===== src/mie_pkg.sv =====
// Package for the extended Euclidean modular inverse core.
// Holds field widths, the datapath operation code and the status struct.
// Used by mie_dp, mie_ctrl and modular_inverse_ext_euclid_core.
package mie_pkg;

  localparam int unsigned FW = 31;          // field width of value, modulus, inverse
  localparam int unsigned DW = FW + 1;      // working width: one guard bit for shifting
  localparam int unsigned CW = $clog2(DW);  // shift counter width

  typedef logic [FW-1:0] field_t;
  typedef logic [DW-1:0] word_t;
  typedef logic [CW-1:0] cnt_t;

  // Operation issued by the sequencer to the datapath each cycle
  typedef enum logic [2:0] {
    OP_IDLE,
    OP_LOAD,
    OP_ALIGN,
    OP_SUB,
    OP_SWAP,
    OP_FOLD,
    OP_FINAL
  } op_t;

  // Status returned by the datapath
  typedef struct packed {
    logic fits;      // second operand of the shared subtractor <= first
    logic cnt_zero;  // no shift left to undo
    logic rb_zero;   // divisor is zero: Euclid finished
  } stat_t;

endpackage


===== src/mie_dp.sv =====
// Datapath of the modular inverse core: remainder and coefficient registers
// around one shared subtract/compare unit. Depends on mie_pkg.
module mie_dp (
  input  logic               clk,
  input  mie_pkg::op_t       op,
  input  mie_pkg::field_t    in_value,
  input  mie_pkg::field_t    in_modulus,
  output mie_pkg::stat_t     stat,
  output mie_pkg::field_t    res_inverse,
  output logic               res_no_inverse
);

  mie_pkg::field_t ra_r;    // dividend, reduced in place to the remainder
  mie_pkg::field_t rb_r;    // divisor
  mie_pkg::field_t m_r;     // modulus
  mie_pkg::word_t  sd_r;    // shifted divisor
  mie_pkg::word_t  sm_r;    // shifted coefficient of the divisor
  mie_pkg::word_t  ca_r;    // coefficient magnitude paired with ra, accumulates
  mie_pkg::word_t  cb_r;    // coefficient magnitude paired with rb
  mie_pkg::cnt_t   cnt_r;   // pending shifts
  logic            even_r;  // ca carries a positive sign

  mie_pkg::word_t    opa;
  mie_pkg::word_t    opb;
  logic [mie_pkg::DW:0] diff;
  logic              ge;
  mie_pkg::field_t   inv_sel;
  logic              has_inv;

  // Shared subtractor: compare and difference in one
  always_comb begin
    opa = {1'b0, ra_r};
    opb = sd_r;
    case (op)
      mie_pkg::OP_FOLD: begin
        opa = ca_r;
        opb = {1'b0, m_r};
      end
      mie_pkg::OP_FINAL: begin
        opa = {1'b0, m_r};
        opb = ca_r;
      end
      default: begin
        opa = {1'b0, ra_r};
        opb = sd_r;
      end
    endcase
  end

  assign diff = {1'b0, opa} - {1'b0, opb};
  assign ge   = ~diff[mie_pkg::DW];

  assign stat.fits     = ge;
  assign stat.cnt_zero = (cnt_r == '0);
  assign stat.rb_zero  = (rb_r == '0);

  // Negative coefficient is folded as m - |c|
  assign inv_sel = (even_r || ca_r == '0) ? ca_r[mie_pkg::FW-1:0] : diff[mie_pkg::FW-1:0];
  assign has_inv = (ra_r == mie_pkg::field_t'(1)) && (m_r != '0);

  assign res_inverse    = has_inv ? inv_sel : '0;
  assign res_no_inverse = ~has_inv;

  always_ff @(posedge clk) begin
    case (op)
      mie_pkg::OP_LOAD: begin
        ra_r   <= in_value;
        rb_r   <= in_modulus;
        m_r    <= in_modulus;
        sd_r   <= {1'b0, in_modulus};
        sm_r   <= '0;
        ca_r   <= mie_pkg::word_t'(1);
        cb_r   <= '0;
        cnt_r  <= '0;
        even_r <= 1'b1;
      end
      mie_pkg::OP_ALIGN: begin
        if (ge) begin
          sd_r  <= {sd_r[mie_pkg::DW-2:0], 1'b0};
          sm_r  <= {sm_r[mie_pkg::DW-2:0], 1'b0};
          cnt_r <= cnt_r + mie_pkg::cnt_t'(1);
        end
      end
      mie_pkg::OP_SUB: begin
        if (ge) begin
          ra_r <= diff[mie_pkg::FW-1:0];
          ca_r <= ca_r + sm_r;
        end
        if (cnt_r != '0) begin
          sd_r  <= {1'b0, sd_r[mie_pkg::DW-1:1]};
          sm_r  <= {1'b0, sm_r[mie_pkg::DW-1:1]};
          cnt_r <= cnt_r - mie_pkg::cnt_t'(1);
        end
      end
      mie_pkg::OP_SWAP: begin
        ra_r   <= rb_r;
        rb_r   <= ra_r;
        ca_r   <= cb_r;
        cb_r   <= ca_r;
        sd_r   <= {1'b0, ra_r};
        sm_r   <= ca_r;
        cnt_r  <= '0;
        even_r <= ~even_r;
      end
      mie_pkg::OP_FOLD: begin
        if (ge) begin
          ca_r <= diff[mie_pkg::DW-1:0];
        end
      end
      default: begin
      end
    endcase
  end

endmodule


===== src/mie_ctrl.sv =====
// Sequencer of the modular inverse core: steps the datapath through the
// align, subtract and swap phases of each Euclid step. Depends on mie_pkg.
module mie_ctrl (
  input  logic            clk,
  input  logic            rst_n,
  input  logic            in_valid,
  output logic            in_ready,
  input  logic            out_free,
  input  mie_pkg::stat_t  stat,
  output mie_pkg::op_t    op,
  output logic            load_out
);

  typedef enum logic [2:0] {
    S_IDLE,
    S_ALIGN,
    S_SUB,
    S_SWAP,
    S_FOLD,
    S_DONE
  } state_t;

  state_t state_r;
  state_t state_nxt;

  assign in_ready = (state_r == S_IDLE);
  assign load_out = (state_r == S_DONE) && out_free;

  always_comb begin
    state_nxt = state_r;
    op        = mie_pkg::OP_IDLE;
    case (state_r)
      S_IDLE: begin
        if (in_valid) begin
          op        = mie_pkg::OP_LOAD;
          state_nxt = S_ALIGN;
        end
      end
      S_ALIGN: begin
        if (stat.rb_zero) begin
          state_nxt = S_FOLD;
        end else begin
          op = mie_pkg::OP_ALIGN;
          if (!stat.fits) state_nxt = S_SUB;
        end
      end
      S_SUB: begin
        op = mie_pkg::OP_SUB;
        if (stat.cnt_zero) state_nxt = S_SWAP;
      end
      S_SWAP: begin
        op        = mie_pkg::OP_SWAP;
        state_nxt = S_ALIGN;
      end
      S_FOLD: begin
        op        = mie_pkg::OP_FOLD;
        state_nxt = S_DONE;
      end
      S_DONE: begin
        op = mie_pkg::OP_FINAL;
        if (out_free) state_nxt = S_IDLE;
      end
      default: begin
        state_nxt = S_IDLE;
      end
    endcase
  end

  always_ff @(posedge clk) begin
    if (!rst_n) begin
      state_r <= S_IDLE;
    end else begin
      state_r <= state_nxt;
    end
  end

endmodule


===== src/modular_inverse_ext_euclid_core.sv =====
// Top level of the extended Euclidean modular inverse core.
// Instantiates mie_ctrl and mie_dp; depends on mie_pkg.
//
// Usage: in_value / in_modulus arrive on a valid/ready channel and each item
//   gives one item on out_inverse / out_no_inverse: the inverse in
//   0..modulus-1, or 0 with out_no_inverse set when gcd(value, modulus) is
//   not 1 or the modulus is zero.
// Timing: one item at a time on a single shared subtract/compare unit. In
//   each Euclid step the divisor is shifted up one bit a cycle until it
//   passes the dividend, then walked back with a conditional subtract, and
//   the remainder pair is swapped. Each item is loaded, runs its steps
//   until the zero divisor is seen, has its coefficient folded and gives
//   its result. in_ready is high only while the core is idle.
// Output: the result sits in an output register and the core takes the next
//   item while it waits; if the receiver stalls, a finished result is held
//   in the datapath while the sequencer waits, until the register frees.
// Reset: rst_n (synchronous, active low) empties the output register and
//   returns the sequencer to idle; any item in flight is dropped.
module modular_inverse_ext_euclid_core (
  input  logic             clk,
  input  logic             rst_n,
  input  logic             in_valid,
  output logic             in_ready,
  input  mie_pkg::field_t  in_value,
  input  mie_pkg::field_t  in_modulus,
  output logic             out_valid,
  input  logic             out_ready,
  output mie_pkg::field_t  out_inverse,
  output logic             out_no_inverse
);

  mie_pkg::op_t    op;
  mie_pkg::stat_t  stat;
  mie_pkg::field_t res_inverse;
  logic            res_no_inverse;
  logic            load_out;
  logic            out_free;

  logic            out_valid_r;
  mie_pkg::field_t out_inverse_r;
  logic            out_no_inverse_r;

  // Output register is free when empty or being drained this cycle
  assign out_free = ~out_valid_r | out_ready;

  mie_ctrl u_ctrl (
    .clk      (clk),
    .rst_n    (rst_n),
    .in_valid (in_valid),
    .in_ready (in_ready),
    .out_free (out_free),
    .stat     (stat),
    .op       (op),
    .load_out (load_out)
  );

  mie_dp u_dp (
    .clk            (clk),
    .op             (op),
    .in_value       (in_value),
    .in_modulus     (in_modulus),
    .stat           (stat),
    .res_inverse    (res_inverse),
    .res_no_inverse (res_no_inverse)
  );

  // Valid flag: reset-cleared control
  always_ff @(posedge clk) begin
    if (!rst_n) begin
      out_valid_r <= 1'b0;
    end else if (load_out) begin
      out_valid_r <= 1'b1;
    end else if (out_ready) begin
      out_valid_r <= 1'b0;
    end
  end

  // Payload: no reset needed
  always_ff @(posedge clk) begin
    if (load_out) begin
      out_inverse_r    <= res_inverse;
      out_no_inverse_r <= res_no_inverse;
    end
  end

  assign out_valid      = out_valid_r;
  assign out_inverse    = out_inverse_r;
  assign out_no_inverse = out_no_inverse_r;

endmodule


===== config.mk =====
export PLATFORM = sky130hd
export DESIGN_NAME = modular_inverse_ext_euclid_core
export DESIGN_NICKNAME = d
export VERILOG_FILES = /design/src/mie_pkg.sv /design/src/mie_dp.sv /design/src/mie_ctrl.sv /design/src/modular_inverse_ext_euclid_core.sv
export SDC_FILE = /design/constraint.sdc
export NUM_CORES = 1
export LEC_CHECK = 0
export ABC_AREA = 1
export BUFFER_PORTS_ARGS = -buffer_cell sky130_fd_sc_hd__clkbuf_2
export CORE_ASPECT_RATIO = 1.5
export CORE_MARGIN = 5
export CORE_UTILIZATION = 40
export CTS_BUF_LIST = sky130_fd_sc_hd__clkbuf_4 sky130_fd_sc_hd__clkbuf_8
export CTS_CLUSTER_SIZE = 16
export DETAILED_ROUTE_END_ITERATION = 6
export PLACE_DENSITY = 0.52
export RECOVER_POWER = 25
export SYNTH_ARGS = -nofsm -noshare
export SYNTH_HDL_FRONTEND = slang
export SYNTH_SLANG_ARGS = --single-unit

===== constraint.sdc =====
create_clock -name clk -period 17.1 [get_ports clk]
set_input_delay 2.565 -clock clk [delete_from_list [all_inputs] [get_ports clk]]
set_output_delay 2.565 -clock clk [all_outputs]
set_load 0.02 [all_outputs]

==> metrics.txt <==
dpl cells 3031; Area Overhead vs Synth 11.1%; worst-case clock skew 0.0333 ns; slew at the pin with the worst max-slew slack 4.16 ns; CTS buffer count 44; Nets 2637; wire length per cell 20.2 um; combinational family with the most area after synthesis simple AND/OR/NAND/NOR gates; Slew Viols, Final 248; vias in the first global route 16300; Sink Count 263; critical-path cell list clkinv_1 > nor2_1 > inv_1 > nor2_4 > clkbuf_1 > inv_2 > o22ai_1 > nor2_4 > buf_4; Worst Hold Depth 2; Adder-Cell Fraction of Synth Area 0.0508; Post-Syn Area 17700 um2; yosys warns 0; initial antenna violation count 1; core region area 43900 um2; first-pass GRT wire length 95600 um; overall routing resource usage 0.254; port buffer count 99; H-tree depth 2; Synth area leader edfxtp_1; Overflow after GRT 0; RePlAce Congestion 0.928; outcome finished with violations; vias post-DR 16500; RSZ-0062 raised after global routing no; worst reg2reg path depth 9; worst min path class flop to flop; Synth area leaders edfxtp_1 (44%), nand2_1 (20%), inv_1 (7.4%); Initial DRC Count 1287; Core Util, Final 0.448; CTS Hold Bufs 0; setup_tns 0 ns; Worst setup EP type flop; hold path start u_dp.cb_r[11]$_SDFFCE_PP0P_; CP max-delay cell clkbuf_1; Peak VDD IR 0.0971 mV; leakage power 9.29 nW; clk_lat worst skew 0.60 ns; Post-DP HPWL 48200 um; post-synthesis sequential area ratio 0.444; failing checks max-capacitance violations, max-slew violations; Sw Share 0.520; Critical R2R Launch u_ctrl.state_r[1]$_SDFFE_PN0P_; flops & latches, synth 263; Compound-Gate Fraction of Synth Area 0.0737; part of the power in registers 0.290; Psw 2.37 mW; Avg Inst Size Synth 7.34 um2; Synth Flop Type edfxtp_1; top cells by instance count after synthesis nand2_1 (932), inv_1 (348), edfxtp_1 (259), nor2_1 (192), nand3_1 (175); clock buffer depth 3; most common cell in the netlist nand2_1; DRT Wirelength 63000 um; family with the most delay on the worst path buffers and inverters; FMAX 0.135 GHz; number of synthesized flops with an enable pin 259; fraction of synthesized cell area in xor and xnor cells 0.0104; drt drc 0; share of layout cells above drive strength 1 0.0710; Worst EP required 17.40 ns; antenna viol nets, final 0; PD cells 232 nW/um2; top-level I/O count 100; # Post-CTS Setup Buffers 0; Combinational Power Share 0.578; post-cts gate resize count 0; full die area 48600 um2; Hold Path Sink u_dp.ca_r[11]$_DFFE_PP_; clock-pin transition on the worst setup and hold timing paths 0.07 ns; Power Internal 2.18 mW; r2r endpoint u_dp.sm_r[4]$_DFFE_PP_; CP arrival 7.71 ns; Die W 182 um; crit path buf inv count 5; clock power share 0.133; Final Power 4.55 mW; Die Height 268 um; Final Hold Fails 0; worst-case hold slack 0.534 ns; initial cell density of the core 0.403; Slowest Stage Delay on Critical Path 2.94 ns; post-route insts no fill 3113; vias per cell 5.29; DR pass1 iterations 5; syn nets 2545; pin count of the biggest net entering global routing 78; row count 94; Root Buffer clkbuf_8; mux share of post-synthesis cell area 0; min cycle time layout 7.42 ns; crit share post-route 0.434; Critical Setup Path Class flop to flop; CTS tree done; synth unique cells 38; Worst Path Max Fanout 77; Synth top area share 0.440; Worst R2R Setup Slack 9.68 ns; Post-synth ARST share 0; Worst setup SP type flop; area share of and/or/nand/nor cells after synthesis 0.327; final setup fails 0; Max-Cap Viols 5; Slew HR -1.77; Crit path top cell by count nor2_4; post-synthesis instance total 2409
[power by group through the flow]
stage	Clock [mW]	Combinational, mW	Sequential (mW)
final	0.603	2.63	1.32
after global routing	0.646	2.94	1.34
after CTS	0.614	2.63	1.31
after detailed placement	0	2.62	1.32
after global placement	0	2.61	1.32
after floorplan	0	1.79	1.24
[flip-flops by register name (all words and copies together), names as in the netlist]
signal and count:
out_inverse 31, out_no_inverse 1, out_valid 1, u_ctrl.state_r 3
u_dp.ca_r 32, u_dp.cb_r 32, u_dp.cnt_r 5, u_dp.even_r 1
u_dp.m_r 31, u_dp.ra_r 31, u_dp.rb_r 31, u_dp.sd_r 32
u_dp.sm_r 32
[area by class of cell]
cell class | instances | area, um2
clock buffers | 59 | 762
diodes | 1 | 2.50
flip-flops and latches | 263 | 7860
multi-input cells | 1717 | 8210
clock inverters | 22 | 173
fillers | 4562 | 24200
inverters | 358 | 1340
repair buffers | 117 | 568
well taps | 576 | 721
[cells by family after synthesis]
family	after synthesis
DFF	263
and+or+nand+nor	1410
xor gates and xnor gates	21
adders and majority gates	70
AOI/OAI and AO/OA	216
buffers and inverters	429
[through the flow]
stage                     setup slack, ns  cell area, um2
after floorplan                      9.24           17700
after global placement              11.34           18800
after detailed placement            11.25           18800
after CTS                           11.22           19700
after global routing                 9.19           19600
final                                9.68           19600
[cell usage in the layout (no fill, tap or decap), drive strengths merged, types with 2 or more instances in the layout]
cell type | netlist | layout
a21oi | 114 | 114
a221oi | 12 | 12
a22oi | 2 | 2
and2 | 6 | 6
buf | 33 | 12
bufinv | 0 | 2
clkbuf | 38 | 164
clkinv | 1 | 17
clkinvlp | 0 | 5
dfxtp | 4 | 4
edfxtp | 259 | 259
fa | 3 | 3
ha | 67 | 67
inv | 357 | 356
nand2 | 932 | 932
nand3 | 175 | 175
nand3b | 10 | 10
nand4 | 50 | 50
nor2 | 197 | 197
nor3 | 21 | 21
nor4 | 7 | 7
o211ai | 19 | 19
o21ai | 21 | 21
o21bai | 4 | 4
o221ai | 20 | 20
o22ai | 21 | 21
or2 | 12 | 12
xnor2 | 7 | 7
xor2 | 14 | 14
[per-layer routing]
layer | GRT usage | vias to the layer above | share of wire
li1 | - | 8040 | -
met1 | 0.326 | 7737 | 0.42
met2 | 0.434 | 562 | 0.48
met3 | 0.0247 | 120 | 0.050
met4 | 0.117 | 0 | 0.049
met5 | 0 | - | 0
[how the worst max path moves through the flow]
stage,startpoint,endpoint,slack (ns),cells after the start
6_report,u_ctrl.state_r[1]$_SDFFE_PN0P_,u_dp.sm_r[4]$_DFFE_PP_,9.68,9
5_1_grt,u_ctrl.state_r[1]$_SDFFE_PN0P_,u_dp.cnt_r[4]$_SDFFCE_PP0P_,9.19,12
4_1_cts,u_ctrl.state_r[0]$_SDFFE_PN0P_,u_dp.sm_r[24]$_DFFE_PP_,11.22,21
3_5_place_dp,u_ctrl.state_r[0]$_SDFFE_PN0P_,u_dp.sm_r[4]$_DFFE_PP_,11.25,21
3_3_place_gp,u_ctrl.state_r[0]$_SDFFE_PN0P_,u_dp.sm_r[4]$_DFFE_PP_,11.34,21
2_1_floorplan,in_valid,u_dp.sd_r[0]$_DFFE_PP_,9.24,4
[tightest hold or removal path: cells and delay by family, from the launching register on]
family / cells / cell delay [ns]
flops: 1 / 0.32
simple gates: 2 / 0.11
Power figures use the tool's default switching activity.
